<file path="config.mk">
export PLATFORM = sky130hd
export DESIGN_NAME = spk_ctrl
export DESIGN_NICKNAME = d
export VERILOG_FILES = /design/src/rtl/spk_pkg.sv /design/src/rtl/spk_ctrl.sv
export SDC_FILE = /design/constraint.sdc
export NUM_CORES = 1
export LEC_CHECK = 0
export BUFFER_PORTS_ARGS = -buffer_cell sky130_fd_sc_hd__buf_2
export CORE_AREA = 2 2 39 41
export DETAILED_ROUTE_END_ITERATION = 8
export DIE_AREA = 0 0 41 43
export GPL_TIMING_DRIVEN = 0
export HOLD_SLACK_MARGIN = 0.02
export PLACE_DENSITY = 0.49
export SYNTH_ARGS = -nofsm -noshare
export SYNTH_HDL_FRONTEND = slang
export SYNTH_SLANG_ARGS = --single-unit
export TNS_END_PERCENT = 5
</file>
<file path="constraint.sdc">
create_clock -name clk_i -period 1.14 [get_ports clk_i]
set_input_delay 0.057 -clock clk_i [delete_from_list [all_inputs] [get_ports clk_i]]
set_output_delay 0.057 -clock clk_i [all_outputs]
set_load 0.02 [all_outputs]
</file>
<file path="src/rtl/spk_pkg.sv">
// ----------------------------------------------------------------------------
// spk_pkg: shared types and constants of the shelf rectangle packer
// field widths, register indexes, status codes, slot format and the
// command and status groups between controller and datapath
// ----------------------------------------------------------------------------
package spk_pkg;

  localparam int unsigned DIM_W          = 13;
  localparam int unsigned COORD_W        = 12;
  localparam int unsigned STATUS_W       = 2;
  localparam int unsigned SLOT_DEPTH_DEF = 32;

  localparam logic [DIM_W-1:0] DIM_MIN    = 13'd1;
  localparam logic [DIM_W-1:0] DIM_MAX    = 13'd4096;
  localparam logic [DIM_W-1:0] DIM_RESET  = 13'd1024;
  localparam logic [DIM_W-1:0] BOTTOM_MAX = 13'd8191;

  // configuration register indexes
  localparam int unsigned CFG_IDX_W = 1;
  localparam logic [CFG_IDX_W-1:0] REG_ATLAS_WIDTH  = 1'b0;
  localparam logic [CFG_IDX_W-1:0] REG_ATLAS_HEIGHT = 1'b1;

  // result status codes
  localparam logic [STATUS_W-1:0] STATUS_PLACED   = 2'd0;
  localparam logic [STATUS_W-1:0] STATUS_FAIL     = 2'd1;
  localparam logic [STATUS_W-1:0] STATUS_OVERFLOW = 2'd2;

  typedef struct packed {
    logic [DIM_W-1:0] rect_width;
    logic [DIM_W-1:0] rect_height;
  } rect_t;

  typedef struct packed {
    logic [COORD_W-1:0]  place_x;
    logic [COORD_W-1:0]  place_y;
    logic [STATUS_W-1:0] status;
  } place_t;

  typedef struct packed {
    logic [DIM_W-1:0] x;
    logic [DIM_W-1:0] y;
  } slot_t;

  // controller to datapath
  typedef struct packed {
    logic latch_in;
    logic new_shelf;
    logic swap;
    logic load_front;
    logic clear_cur;
    logic drop_front;
    logic place;
    logic merge;
    logic finish;
  } cmd_t;

  // datapath to controller
  typedef struct packed {
    logic cur_empty;
    logic pend_empty;
    logic shelf_fail;
    logic too_wide;
    logic too_tall;
    logic cur_multi;
    logic cur_gt2;
    logic merge_hit;
    logic out_busy;
  } stat_t;

  function automatic logic [DIM_W-1:0] clamp_dim(input logic [DIM_W-1:0] v);
    logic [DIM_W-1:0] r;
    r = v;
    if (v < DIM_MIN) r = DIM_MIN;
    else if (v > DIM_MAX) r = DIM_MAX;
    return r;
  endfunction

endpackage

</file>
<file path="src/rtl/spk_ctrl.sv">
// ----------------------------------------------------------------------------
// spk_ctrl: packer sequencer
// walks one item through list refill, shelf opening, list clears, slot drops,
// placement and slot merging, then hands the result to the output stage
// ----------------------------------------------------------------------------
module spk_ctrl (
  input  logic          clk_i,
  input  logic          rst_ni,
  input  logic          in_valid_i,
  output logic          in_ready_o,
  input  spk_pkg::stat_t stat_i,
  output spk_pkg::cmd_t  cmd_o
);

  localparam logic [2:0] ST_IDLE   = 3'd0;
  localparam logic [2:0] ST_EVAL   = 3'd1;
  localparam logic [2:0] ST_LOAD   = 3'd2;
  localparam logic [2:0] ST_MERGE  = 3'd3;
  localparam logic [2:0] ST_FINISH = 3'd4;

  logic [2:0] state_q, state_d;

  always_comb begin
    cmd_o      = '0;
    state_d    = state_q;
    in_ready_o = 1'b0;
    case (state_q)
      ST_IDLE: begin
        in_ready_o = 1'b1;
        if (in_valid_i) begin
          cmd_o.latch_in = 1'b1;
          state_d        = ST_EVAL;
        end
      end
      ST_EVAL: begin
        if (stat_i.cur_empty) begin
          if (stat_i.pend_empty) begin
            cmd_o.new_shelf = 1'b1;
            if (stat_i.shelf_fail) state_d = ST_FINISH;
          end else begin
            cmd_o.swap = 1'b1;
            state_d    = ST_LOAD;
          end
        end else if (stat_i.too_wide) begin
          cmd_o.clear_cur = 1'b1;
        end else if (stat_i.too_tall) begin
          cmd_o.drop_front = 1'b1;
          if (stat_i.cur_multi) state_d = ST_LOAD;
        end else begin
          cmd_o.place = 1'b1;
          state_d     = stat_i.cur_multi ? ST_MERGE : ST_FINISH;
        end
      end
      ST_LOAD: begin
        cmd_o.load_front = 1'b1;
        state_d          = ST_EVAL;
      end
      ST_MERGE: begin
        if (stat_i.merge_hit) begin
          cmd_o.merge = 1'b1;
          state_d     = stat_i.cur_gt2 ? ST_MERGE : ST_FINISH;
        end else begin
          state_d = ST_FINISH;
        end
      end
      ST_FINISH: begin
        if (!stat_i.out_busy) begin
          cmd_o.finish = 1'b1;
          state_d      = ST_IDLE;
        end
      end
      default: begin
        state_d = ST_IDLE;
      end
    endcase
  end

  always_ff @(posedge clk_i or negedge rst_ni) begin
    if (!rst_ni) begin
      state_q <= ST_IDLE;
    end else begin
      state_q <= state_d;
    end
  end

endmodule

</file>
==> impl_metrics.toml <==
[run_status]
status = "complete, but fails checks"
violations = "setup timing"

[logic_synthesis]
synth_area_per_cell_sq_um = 7.54
synthAdderAreaFrac_pct = 0
synth_seq_cells = 3
synth.area.top_cells = "dfrtp_1 (26%), nand2b_1 (8.5%), nor3_1 (8.5%), nand3_1 (6.8%), nor3b_4 (6.4%)"
seq_area_frac_synth_pct = 25.5
async_reset_ff_share_pct = 100
synthFlopType = "dfrtp_1"
synth_edf_count = 0
synth-simple-area-share_pct = 47.2
syn_area_sq_um = 294
synth_mux_area_share_pct = 0
synth_top_area_cell = "dfrtp_1"
ys_warn_count = 0
synthCells = 39
syn_nets = 51
synth_xor_area_share_pct = 0
synth-compound-area-share_pct = 20.9
synth_top_family_by_area = "simple AND/OR/NAND/NOR gates"
synth_top_area_share_pct = 25.5
yosysUniqueCellTypes = 16

[cells_and_area]
largest_reg_flops = 3
fillCellCount = 145
finalNetCount = 83
diodes = 0
final_common_cell = "buf_2"
utilization_pct = 42.6
top_register = "state_q"
layout_common_cells = "buf_2 (13), buf_4 (10), buf_6 (4), nor3_2 (4)"
area_delta_synth_final_pct = 100
reg_top3 = "state_q (3)"
layout-drive-gt1-share_pct = 60.0

[timing]
fmax_mhz = 709
rsz0062_at_grt = "yes"
hold_viol = 0
max_slew_margin_pct = 83.1
fin_ws_ns = -0.270
hold_slack_ns = 0.0863
finalCritPeriodShare_pct = 124
setup_viol = 12
worst_pin_slew_ns = 0.254
timing.final.crit_period_ns = 1.41
finalMaxSlewViolations = 0
fin_skew_ns = 0.00531

[clock_network]
tritoncts = "done"
cts_buffers = 3
root_buffer = "clkbuf_4"
clkTransAtPathRegs_ns = 0.03
cts-htree-levels = 1
clock_latency_ns = 0.23
cts_buffer_depth = 2
clock_sinks = 3

[worst_setup_path]
cpMaxStageDelayCell = "dfrtp_1"
cp_data_required_time_ns = 1.08
path_cells = "buf_6, nor3b_4, nand2b_1, nor3_2, buf_4"
end_kind = "output pin"
arrival_ns = 1.35
worstSetupPathType = "flip-flop to output pin"
worstPathMaxFanout = 9
start_kind = "flip-flop"
max_stage_delay_ns = 0.36

[drt]
routedWlPerCell_um = 10.2
vias_per_cell = 4.59
drc_errors = 0
dr.first_iter.drc_count = 11
postRouteAntennaNets = 0
routed_wl_um = 877
dr_total_vias = 395
drt-pass1-iter-count = 4

[die]
die_h_um = 43
start_util_pct = 21.2
core_sq_um = 1380
ios = 22
dieArea_sq_um = 1760
die_width_um = 41
rows = 14

[hold_path]
hold_path.class = "primary input to flip-flop"

[placed_design]
dp_hpwl_um = 620
place.gp.congestion = 0.742
port_buffers = 21

[run]
cap_violations = 0

[power_and_ir_drop]
switching_share_pct = 44.0
leakage_uw = 0.000276
combinationalPowerShare_pct = 70.6
ir_worst_vdd_v = 0.000726
clockPowerShare_pct = 12.8
p_per_area_nw_per_um2 = 2480
p_int_uw = 819
p_sw_uw = 642
seq_power_share_pct = 16.7

[grt]
gr-total-overflow = 0
grt_pass1_vias = 352
grt_max_degree = 10
grt_pass1_wl_mm = 1.37
gr-usage-all-layers_pct = 12.1
antenna_found_initial = 0
## kinds of logic after synthesis
kind of cell | after synthesis
AOI/OAI and AO/OA | 8
buffers and inverters | 4
DFF | 3
and+or+nand+nor | 24
## cells in the mapped netlist (2+ instances only)
| library cell | number |
|---|---|
| o31ai_1 | 2 |
| nor2_1 | 3 |
| a21oi_1 | 3 |
| nand2b_1 | 4 |
| nand2_1 | 3 |
| inv_1 | 3 |
| nor3b_1 | 2 |
| nor3_1 | 5 |
| and2_1 | 2 |
| dfrtp_1 | 3 |
| nand3_1 | 4 |
## final cells by class
cell class	instances	area (sq um)	area share (%)
plain buffers	1	11.3	1.91
clock buffers	4	26.3	4.46
inverters	3	11.3	1.91
multi-input cells	32	259	43.9
flip-flops and latches	3	77.6	13.2
well taps	16	20.0	3.40
repair buffers	27	184	31.2
## power groups by stage
| stage | Clock, uW | Combinational [uW] | Sequential, uW |
|---|---|---|---|
| finish | 187 | 1030 | 244 |
| CTS | 190 | 991 | 246 |
| global placement | 0 | 730 | 242 |
| floorplan | 0 | 555 | 223 |
| global route | 195 | 1110 | 256 |
| detailed placement | 0 | 728 | 240 |
## routing by layer
| layer | vias to the layer above | part of all wire (%) | track usage [%] |
|---|---|---|---|
| met3 | 0 | 4.9 | 3.14 |
| met1 | 178 | 39 | 12.4 |
| li1 | 206 | - | - |
| met5 | - | 0 | 0 |
| met2 | 11 | 56 | 19.1 |
| met4 | 0 | 0 | 10.0 |
## what timing repair did
item / in CTS / in global routing
gates cloned: 0 / 0
pin swaps: 5 / 0
setup endpoints to repair: 13 / 13
hold buffers: 1 / 0
buffers inserted: 5 / 0
gates resized for setup: 16 / 4
endpoints found under the hold margin: 3 / 0
## path summary, 6_finish.rpt
path	slack, ns	start	depth (start not counted)	to
worst max-delay path	-0.27	state_q[1]	5	cmd_o[3]
worst min-delay path	0.09	stat_i[0]	3	state_q[2]
worst max register to register	-0.23	state_q[1]	6	state_q[2]
worst min register to register	0.69	state_q[2]	2	state_q[1]
max in group asynchronous	0.88	rst_ni	2	state_q[2]
min in group asynchronous	0.14	rst_ni	2	state_q[0]
## metrics by stage
step           total power [uW]  worst slack, ns  std cells  setup TNS, ns  instance area, sq um
4_1_cts                    1430           -0.259         86          -2.24                   571
3_3_place_gp                972           -0.187         76         -0.892                   443
5_1_grt                    1560           -0.376         86          -3.19                   589
3_5_place_dp                968           -0.184         76         -0.896                   443
6_report                   1460           -0.270         86          -2.26                   589
2_1_floorplan               779          -0.0791         39         -0.370                   318
## worst max-delay path: cells and delay by family (launching register included)
kind	cells	cell delay (ns)
simple gates	3	0.46
flops	1	0.36
buf+inv	2	0.30
Note: power is estimated with default switching activity, not from simulation.
