--- config.mk ---
export PLATFORM = sky130hd
export DESIGN_NAME = spk_dpath
export DESIGN_NICKNAME = d
export VERILOG_FILES = /design/src/rtl/spk_pkg.sv /design/src/rtl/spk_ram.sv /design/src/rtl/spk_dpath.sv
export SDC_FILE = /design/constraint.sdc
export NUM_CORES = 2
export LEC_CHECK = 0
export BUFFER_PORTS_ARGS = -buffer_cell sky130_fd_sc_hd__buf_2
export CAP_MARGIN = 5
export CORE_MARGIN = 2
export CORE_UTILIZATION = 40
export CTS_CLUSTER_SIZE = 20
export DETAILED_ROUTE_END_ITERATION = 7
export PLACE_DENSITY = 0.65
export SYNTH_ARGS = -nofsm -noshare
export SYNTH_HDL_FRONTEND = slang
export SYNTH_SLANG_ARGS = --single-unit
--- constraint.sdc ---
create_clock -name clk_i -period 23.8 [get_ports clk_i]
set_input_delay 2.38 -clock clk_i [delete_from_list [all_inputs] [get_ports clk_i]]
set_output_delay 2.38 -clock clk_i [all_outputs]
set_load 0.02 [all_outputs]
--- src/rtl/spk_pkg.sv ---
// ----------------------------------------------------------------------------
// spk_pkg: shared types and constants of the shelf rectangle packer
// field widths, register indexes, status codes, slot format and the
// command and status groups between controller and datapath
// ----------------------------------------------------------------------------
package spk_pkg;

  localparam int unsigned DIM_W          = 13;
  localparam int unsigned COORD_W        = 12;
  localparam int unsigned STATUS_W       = 2;
  localparam int unsigned SLOT_DEPTH_DEF = 32;

  localparam logic [DIM_W-1:0] DIM_MIN    = 13'd1;
  localparam logic [DIM_W-1:0] DIM_MAX    = 13'd4096;
  localparam logic [DIM_W-1:0] DIM_RESET  = 13'd1024;
  localparam logic [DIM_W-1:0] BOTTOM_MAX = 13'd8191;

  // configuration register indexes
  localparam int unsigned CFG_IDX_W = 1;
  localparam logic [CFG_IDX_W-1:0] REG_ATLAS_WIDTH  = 1'b0;
  localparam logic [CFG_IDX_W-1:0] REG_ATLAS_HEIGHT = 1'b1;

  // result status codes
  localparam logic [STATUS_W-1:0] STATUS_PLACED   = 2'd0;
  localparam logic [STATUS_W-1:0] STATUS_FAIL     = 2'd1;
  localparam logic [STATUS_W-1:0] STATUS_OVERFLOW = 2'd2;

  typedef struct packed {
    logic [DIM_W-1:0] rect_width;
    logic [DIM_W-1:0] rect_height;
  } rect_t;

  typedef struct packed {
    logic [COORD_W-1:0]  place_x;
    logic [COORD_W-1:0]  place_y;
    logic [STATUS_W-1:0] status;
  } place_t;

  typedef struct packed {
    logic [DIM_W-1:0] x;
    logic [DIM_W-1:0] y;
  } slot_t;

  // controller to datapath
  typedef struct packed {
    logic latch_in;
    logic new_shelf;
    logic swap;
    logic load_front;
    logic clear_cur;
    logic drop_front;
    logic place;
    logic merge;
    logic finish;
  } cmd_t;

  // datapath to controller
  typedef struct packed {
    logic cur_empty;
    logic pend_empty;
    logic shelf_fail;
    logic too_wide;
    logic too_tall;
    logic cur_multi;
    logic cur_gt2;
    logic merge_hit;
    logic out_busy;
  } stat_t;

  function automatic logic [DIM_W-1:0] clamp_dim(input logic [DIM_W-1:0] v);
    logic [DIM_W-1:0] r;
    r = v;
    if (v < DIM_MIN) r = DIM_MIN;
    else if (v > DIM_MAX) r = DIM_MAX;
    return r;
  endfunction

endpackage

--- src/rtl/spk_ram.sv ---
// ----------------------------------------------------------------------------
// spk_ram: generic simple dual-port ram
// one write port, one read port, registered read data
// ----------------------------------------------------------------------------
module spk_ram #(
  parameter int unsigned WIDTH = $bits(spk_pkg::slot_t),
  parameter int unsigned DEPTH = spk_pkg::SLOT_DEPTH_DEF
) (
  input  logic                     clk_i,
  input  logic                     we_i,
  input  logic [$clog2(DEPTH)-1:0] waddr_i,
  input  logic [WIDTH-1:0]         wdata_i,
  input  logic [$clog2(DEPTH)-1:0] raddr_i,
  output logic [WIDTH-1:0]         rdata_o
);

  logic [WIDTH-1:0] mem_q [DEPTH];
  logic [WIDTH-1:0] rdata_q;

  always_ff @(posedge clk_i) begin
    if (we_i) begin
      mem_q[waddr_i] <= wdata_i;
    end
    rdata_q <= mem_q[raddr_i];
  end

  assign rdata_o = rdata_q;

endmodule

--- src/rtl/spk_dpath.sv ---
// ----------------------------------------------------------------------------
// spk_dpath: packer datapath
// atlas registers, shelf bottom, front slot, two ping-pong slot rams
// for the current and pending lists, result and output registers
// ----------------------------------------------------------------------------
module spk_dpath #(
  parameter int unsigned SLOT_DEPTH = spk_pkg::SLOT_DEPTH_DEF
) (
  input  logic                            clk_i,
  input  logic                            rst_ni,
  input  logic                            cfg_we_i,
  input  logic [spk_pkg::CFG_IDX_W-1:0]   cfg_idx_i,
  input  logic [spk_pkg::DIM_W-1:0]       cfg_data_i,
  input  spk_pkg::rect_t                  in_data_i,
  input  logic                            out_ready_i,
  output logic                            out_valid_o,
  output spk_pkg::place_t                 out_data_o,
  input  spk_pkg::cmd_t                   cmd_i,
  output spk_pkg::stat_t                  stat_o
);

  localparam int unsigned AW = $clog2(SLOT_DEPTH);
  localparam int unsigned CW = $clog2(SLOT_DEPTH + 1);
  localparam int unsigned DW = spk_pkg::DIM_W;
  localparam int unsigned CX = spk_pkg::COORD_W;

  // control state
  logic [DW-1:0] aw_q, aw_d, ah_q, ah_d;
  logic [DW-1:0] bottom_q, bottom_d;
  logic          sel_q, sel_d;
  logic [AW-1:0] head_q, head_d;
  logic [CW-1:0] cur_cnt_q, cur_cnt_d;
  logic [CW-1:0] pend_cnt_q, pend_cnt_d;
  logic          out_valid_q, out_valid_d;

  // payload
  logic [DW-1:0]   w_q, w_d, h_q, h_d;
  logic [DW-1:0]   fx_q, fx_d, fy_q, fy_d;
  logic [CX-1:0]   res_x_q, res_x_d, res_y_q, res_y_d;
  logic            res_fail_q, res_fail_d, res_ovf_q, res_ovf_d;
  spk_pkg::place_t out_q, out_d;

  logic [DW-1:0]   aw_eff, ah_eff, nb_sat;
  logic [DW:0]     wide_sum, tall_sum, nb_sum;
  logic            leaves_gap, pend_room;
  spk_pkg::slot_t  rd_a, rd_b, rd_slot, wr_slot;
  logic [AW-1:0]   rd_addr;
  logic            wr_en;

  assign aw_eff   = spk_pkg::clamp_dim(aw_q);
  assign ah_eff   = spk_pkg::clamp_dim(ah_q);
  assign rd_slot  = sel_q ? rd_b : rd_a;
  assign wide_sum = {1'b0, fx_q} + {1'b0, w_q};
  assign tall_sum = {1'b0, fy_q} + {1'b0, h_q};
  assign nb_sum   = {1'b0, bottom_q} + {1'b0, h_q};
  assign nb_sat   = nb_sum[DW] ? spk_pkg::BOTTOM_MAX : nb_sum[DW-1:0];

  assign leaves_gap = tall_sum < {1'b0, bottom_q};
  assign pend_room  = pend_cnt_q < CW'(SLOT_DEPTH);

  always_comb begin
    stat_o.cur_empty  = (cur_cnt_q == '0);
    stat_o.pend_empty = (pend_cnt_q == '0);
    stat_o.shelf_fail = nb_sat > ah_eff;
    stat_o.too_wide   = wide_sum > {1'b0, aw_eff};
    stat_o.too_tall   = tall_sum > {1'b0, bottom_q};
    stat_o.cur_multi  = cur_cnt_q > CW'(1);
    stat_o.cur_gt2    = cur_cnt_q > CW'(2);
    stat_o.merge_hit  = fx_q >= rd_slot.x;
    stat_o.out_busy   = out_valid_q && !out_ready_i;
  end

  // both rams are read at the same address, the current one is picked later
  always_comb begin
    rd_addr = head_q + AW'(1);
    if (cmd_i.swap) rd_addr = '0;
    else if (cmd_i.merge) rd_addr = head_q + AW'(2);
  end

  assign wr_en     = cmd_i.place && leaves_gap && pend_room;
  assign wr_slot.x = fx_q;
  assign wr_slot.y = tall_sum[DW-1:0];

  always_comb begin
    aw_d        = aw_q;
    ah_d        = ah_q;
    bottom_d    = bottom_q;
    sel_d       = sel_q;
    head_d      = head_q;
    cur_cnt_d   = cur_cnt_q;
    pend_cnt_d  = pend_cnt_q;
    w_d         = w_q;
    h_d         = h_q;
    fx_d        = fx_q;
    fy_d        = fy_q;
    res_x_d     = res_x_q;
    res_y_d     = res_y_q;
    res_fail_d  = res_fail_q;
    res_ovf_d   = res_ovf_q;
    out_d       = out_q;
    out_valid_d = out_ready_i ? 1'b0 : out_valid_q;

    if (cfg_we_i) begin
      case (cfg_idx_i)
        spk_pkg::REG_ATLAS_WIDTH:  aw_d = cfg_data_i;
        spk_pkg::REG_ATLAS_HEIGHT: ah_d = cfg_data_i;
        default: ;
      endcase
    end

    if (cmd_i.latch_in) begin
      w_d        = (in_data_i.rect_width == '0) ? spk_pkg::DIM_MIN : in_data_i.rect_width;
      h_d        = (in_data_i.rect_height == '0) ? spk_pkg::DIM_MIN : in_data_i.rect_height;
      res_fail_d = 1'b0;
      res_ovf_d  = 1'b0;
    end

    if (cmd_i.new_shelf) begin
      bottom_d = nb_sat;
      if (nb_sat > ah_eff) begin
        res_fail_d = 1'b1;
        res_x_d    = '0;
        res_y_d    = '0;
      end else begin
        fx_d      = '0;
        fy_d      = bottom_q;
        cur_cnt_d = CW'(1);
      end
    end

    if (cmd_i.swap) begin
      sel_d      = ~sel_q;
      cur_cnt_d  = pend_cnt_q;
      pend_cnt_d = '0;
      head_d     = '0;
    end

    if (cmd_i.load_front) begin
      fx_d = rd_slot.x;
      fy_d = rd_slot.y;
    end

    if (cmd_i.clear_cur) cur_cnt_d = '0;

    if (cmd_i.drop_front || cmd_i.merge) begin
      head_d    = head_q + AW'(1);
      cur_cnt_d = cur_cnt_q - CW'(1);
    end

    if (cmd_i.merge) fy_d = rd_slot.y;

    if (cmd_i.place) begin
      res_x_d = fx_q[CX-1:0];
      res_y_d = fy_q[CX-1:0];
      fx_d    = wide_sum[DW-1:0];
      if (leaves_gap) begin
        if (pend_room) pend_cnt_d = pend_cnt_q + CW'(1);
        else res_ovf_d = 1'b1;
      end
    end

    if (cmd_i.finish) begin
      out_valid_d   = 1'b1;
      out_d.place_x = res_x_q;
      out_d.place_y = res_y_q;
      out_d.status  = res_fail_q ? spk_pkg::STATUS_FAIL :
                      res_ovf_q  ? spk_pkg::STATUS_OVERFLOW : spk_pkg::STATUS_PLACED;
    end
  end

  always_ff @(posedge clk_i or negedge rst_ni) begin
    if (!rst_ni) begin
      aw_q        <= spk_pkg::DIM_RESET;
      ah_q        <= spk_pkg::DIM_RESET;
      bottom_q    <= '0;
      sel_q       <= 1'b0;
      head_q      <= '0;
      cur_cnt_q   <= '0;
      pend_cnt_q  <= '0;
      out_valid_q <= 1'b0;
    end else begin
      aw_q        <= aw_d;
      ah_q        <= ah_d;
      bottom_q    <= bottom_d;
      sel_q       <= sel_d;
      head_q      <= head_d;
      cur_cnt_q   <= cur_cnt_d;
      pend_cnt_q  <= pend_cnt_d;
      out_valid_q <= out_valid_d;
    end
  end

  always_ff @(posedge clk_i) begin
    w_q        <= w_d;
    h_q        <= h_d;
    fx_q       <= fx_d;
    fy_q       <= fy_d;
    res_x_q    <= res_x_d;
    res_y_q    <= res_y_d;
    res_fail_q <= res_fail_d;
    res_ovf_q  <= res_ovf_d;
    out_q      <= out_d;
  end

  // ram a holds the current list while sel_q is low, ram b otherwise
  spk_ram #(
    .WIDTH ($bits(spk_pkg::slot_t)),
    .DEPTH (SLOT_DEPTH)
  ) u_ram_a (
    .clk_i   (clk_i),
    .we_i    (wr_en && sel_q),
    .waddr_i (pend_cnt_q[AW-1:0]),
    .wdata_i (wr_slot),
    .raddr_i (rd_addr),
    .rdata_o (rd_a)
  );

  spk_ram #(
    .WIDTH ($bits(spk_pkg::slot_t)),
    .DEPTH (SLOT_DEPTH)
  ) u_ram_b (
    .clk_i   (clk_i),
    .we_i    (wr_en && !sel_q),
    .waddr_i (pend_cnt_q[AW-1:0]),
    .wdata_i (wr_slot),
    .raddr_i (rd_addr),
    .rdata_o (rd_b)
  );

  assign out_valid_o = out_valid_q;
  assign out_data_o  = out_q;

endmodule

==> impl_metrics.csv <==
group,metric,value,unit
run_status,status,"completed",
placed_design,port_buffers,88,
setup_path,critPathArrivalTime,5420,ps
placed_design,dp_hpwl,117000,um
power,pwr-share-clk,0.279,
yosys,synth_top_cell_by_area,"edfxtp_1",
yosys,synth-edff-count,1766,
floorplanning,io_pins,89,
floorplanning,die_x,442,um
layout,area_growth,12.3,%
cts,clock-root-buffer,"clkbuf_16",
setup_path,worstSetupEndpointType,"output pin",
sta,hold_violations,0,
setup_path,crit_chain,"ha_1 > a211oi_2 > o21ai_0 > a31oi_1 > o21ai_0 > a21o_1 > a21oi_1 > xnor2_2 > buf_4 > ha_1 > nand3_1 > nor2_1 > o21ai_0 > and3_1 > o21ai_0 > buf_2",
yosys,async_flop_share,0.0309,
yosys,synth_nets,5985,
grt,grt_max_degree,209,
yosys,synthTopCellsByArea,"edfxtp_1, nand2_1, a311oi_1",
detailed_routing,wire_per_inst,26.0,um
setup_path,r2r_start,"h_q[0]",
setup_path,cp_max_fo,65,
setup_path,cp_top_family,"compound AO/OA/AOI/OAI gates",
cts,htree_num_levels,4,
grt,grt_pass1_wl,319000,um
yosys,syn_inst,5828,
sta,worst_pin_slew,1390,ps
layout,fin_cells,8510,
detailed_routing,final_antenna_net_count,0,
floorplanning,fp.dieArea,0.195,mm^2
yosys,synth_warnings,0,
detailed_routing,routed_wl,221000,um
placed_design,dp_cells,8150,
cts,cts_resized,0,
grt,antenna_found_initial,14,
detailed_routing,vias,49700,
setup_path,startpoint,"h_q[1]",
setup_path,slowest_stage,"buf_4",
yosys,synth_cell_types,73,
sta,drv_slew,0,
sta,max_freq,128,MHz
cts,path_clk_slew,60,ps
yosys,synth-main-ff-cell,"edfxtp_1",
power,comb_power_share,0.275,
detailed_routing,drc,0,
sta,relSlewSlack,0.0605,
grt,grt_pass1_vias,47348,
layout,fill_cells,16493,
layout,final_util,0.452,
detailed_routing,dr.pass1.iters,6,
job,max-cap-violations,0,
setup_path,crit_top_cell,"o21ai_0",
setup_path,max_stage_delay,570,ps
setup_path,r2r_cells,18,
power,p_leak,30.3,nW
cts,cts.sinks,1878,
sta,final.period_utilization,0.328,
setup_path,reg2reg_to,"u_ram_a.mem_q[18][15]",
sta,fin_crit,7800,ps
grt,grt_overflow,0,
setup_path,required,21420,ps
yosys,ys_top_cells_by_count,"edfxtp_1, nand2_1, and3_1",
floorplanning,start_util,0.403,
power,irDropWorstVdd,0.000202,V
power,p_sw_frac,0.345,
setup_path,critPathKind,"register to output pin",
detailed_routing,highest_layer,"met5",
detailed_routing,vias_per_cell,5.84,
floorplanning,rows,160,
floorplanning,coreArea,0.190,mm^2
power,cell_internal_pwr,0.00695,W
setup_path,crit_buf_inv,2,
sta,clock_skew,32.4,ps
cts,cts_buffers,188,
yosys,syn_avg_cell_area,13.2,um^2
detailed_routing,drt_iter0_drc,6683,
layout,drive_above_1_share,0.105,
floorplanning,dieHeight,442,um
sta,finalSetupTns,0,ps
setup_path,worstSetupStartpointType,"register",
cts,cts_setup_buffers,0,
yosys,yosysMostFrequentCell,"edfxtp_1",
sta,setup_viol,0,
yosys,syn_area,0.0767,mm^2
cts,tritoncts,"yes",
detailed_routing,drt-met1-wl,87600,um
min_path,hp-class,"register to register",
grt,track_usage,0.219,
cts,hold_buffers,0,
sta,rsz0062_at_grt,"false",
power,p_sw,0.00367,W
setup_path,crit_end,"stat_o[4]",
yosys,synth-seq-cells,1878,
placed_design,place_congestion,0.868,
cts,ctsLongestPathBuffers,3,
setup_path,reg2reg_slack,17350,ps
power,seqPwrFrac,0.447,
cts,clk_latency,840,ps
setup_path,cp.depth,16,
yosys,ys_seq_area_frac,0.725,
detailed_routing,wl_met2,102000,um
detailed_routing,wl_met3,21300,um
layout,fin_nets,5986,
power,power_density,123,mW/mm^2
yosys,synth_top_area_frac,0.692,
==> power groups by stage <==
stage	registers [W]	clock network (W)	logic (W)
2_1_floorplan	0.00485	0	0.00154
3_3_place_gp	0.00480	0	0.00280
3_5_place_dp	0.00480	0	0.00287
4_1_cts	0.00473	0.00299	0.00288
5_1_grt	0.00475	0.00312	0.00312
6_report	0.00475	0.00296	0.00292
==> metrics by stage <==
stage | hold slack (ps) | total power (W) | cell area (um^2) | setup WS (ps)
6_report | 418 | 0.0106 | 86100 | 16000
4_1_cts | 419 | 0.0106 | 86100 | 15970
5_1_grt | 425 | 0.0110 | 86100 | 15660
3_3_place_gp | 403 | 0.00760 | 79900 | 16860
2_1_floorplan | 400 | 0.00639 | 76700 | 15880
3_5_place_dp | 405 | 0.00767 | 79900 | 16880
==> logic make-up after synthesis <==
family,after synthesis,share of synthesized area
XOR/XNOR,37,0.00423
flip-flops,1878,0.725
AND/OR/NAND/NOR,2486,0.142
AO/OA/AOI/OAI,830,0.0783
multiplexers,55,0.00769
buffers and inverters,438,0.0256
adder cells (fa/ha/maj),104,0.0173
==> flip-flops by register name, indices dropped and copies added (netlist names), 5 cells and up <==
signal	cells
h_q	13
fx_q	13
aw_q	13
out_data_o	26
u_ram_b.mem_q	832
fy_q	13
u_ram_b.rdata_o	26
res_y_q	12
cur_cnt_q	6
bottom_q	13
u_ram_a.rdata_o	26
res_x_q	12
pend_cnt_q	6
ah_q	13
w_q	13
head_q	5
u_ram_a.mem_q	832
==> layout make-up <==
class | instances | area, um^2 | share of cell area
clock buffer | 263 | 5280 | 0.0613
inverter | 36 | 135 | 0.00157
tap | 2511 | 3140 | 0.0365
timing repair buffer | 213 | 1500 | 0.0175
antenna | 4 | 10.0 | 0.000116
multi-input combinational | 3512 | 19600 | 0.227
sequential | 1878 | 55600 | 0.645
clock inverter | 93 | 916 | 0.0106
==> metal layers <==
metal	track usage	up-vias
li1	-	21639
met1	0.296	25002
met2	0.345	2655
met3	0.0384	396
met4	0.104	8
met5	0	-
==> worst min-delay path by stage <==
stage                            from              to  slack [ps]  cells after the start
after global routing       res_y_q[3]   out_data_o[5]         420                      0
after floorplan            res_y_q[8]  out_data_o[10]         400                      0
after global placement     res_y_q[0]   out_data_o[2]         400                      0
after detailed placement  res_y_q[11]  out_data_o[13]         400                      0
after CTS                  res_y_q[2]   out_data_o[4]         420                      0
final                      res_y_q[2]   out_data_o[4]         420                      0
==> cells in the final DEF (no fill, tap or decap), types with 42 or more instances in the layout <==
| master | count |
|---|---|
| a21oi_1 | 50 |
| a311oi_1 | 416 |
| and3_1 | 423 |
| buf_2 | 88 |
| buf_4 | 115 |
| clkbuf_1 | 52 |
| clkbuf_16 | 194 |
| dfrtp_1 | 55 |
| dfxtp_1 | 54 |
| edfxtp_1 | 1766 |
| ha_1 | 100 |
| nand2_1 | 1742 |
| nand4_1 | 61 |
| nor2_1 | 66 |
| nor2_2 | 42 |
| o21ai_0 | 194 |
| o21ai_1 | 69 |
Power figures use the tool's default switching activity.
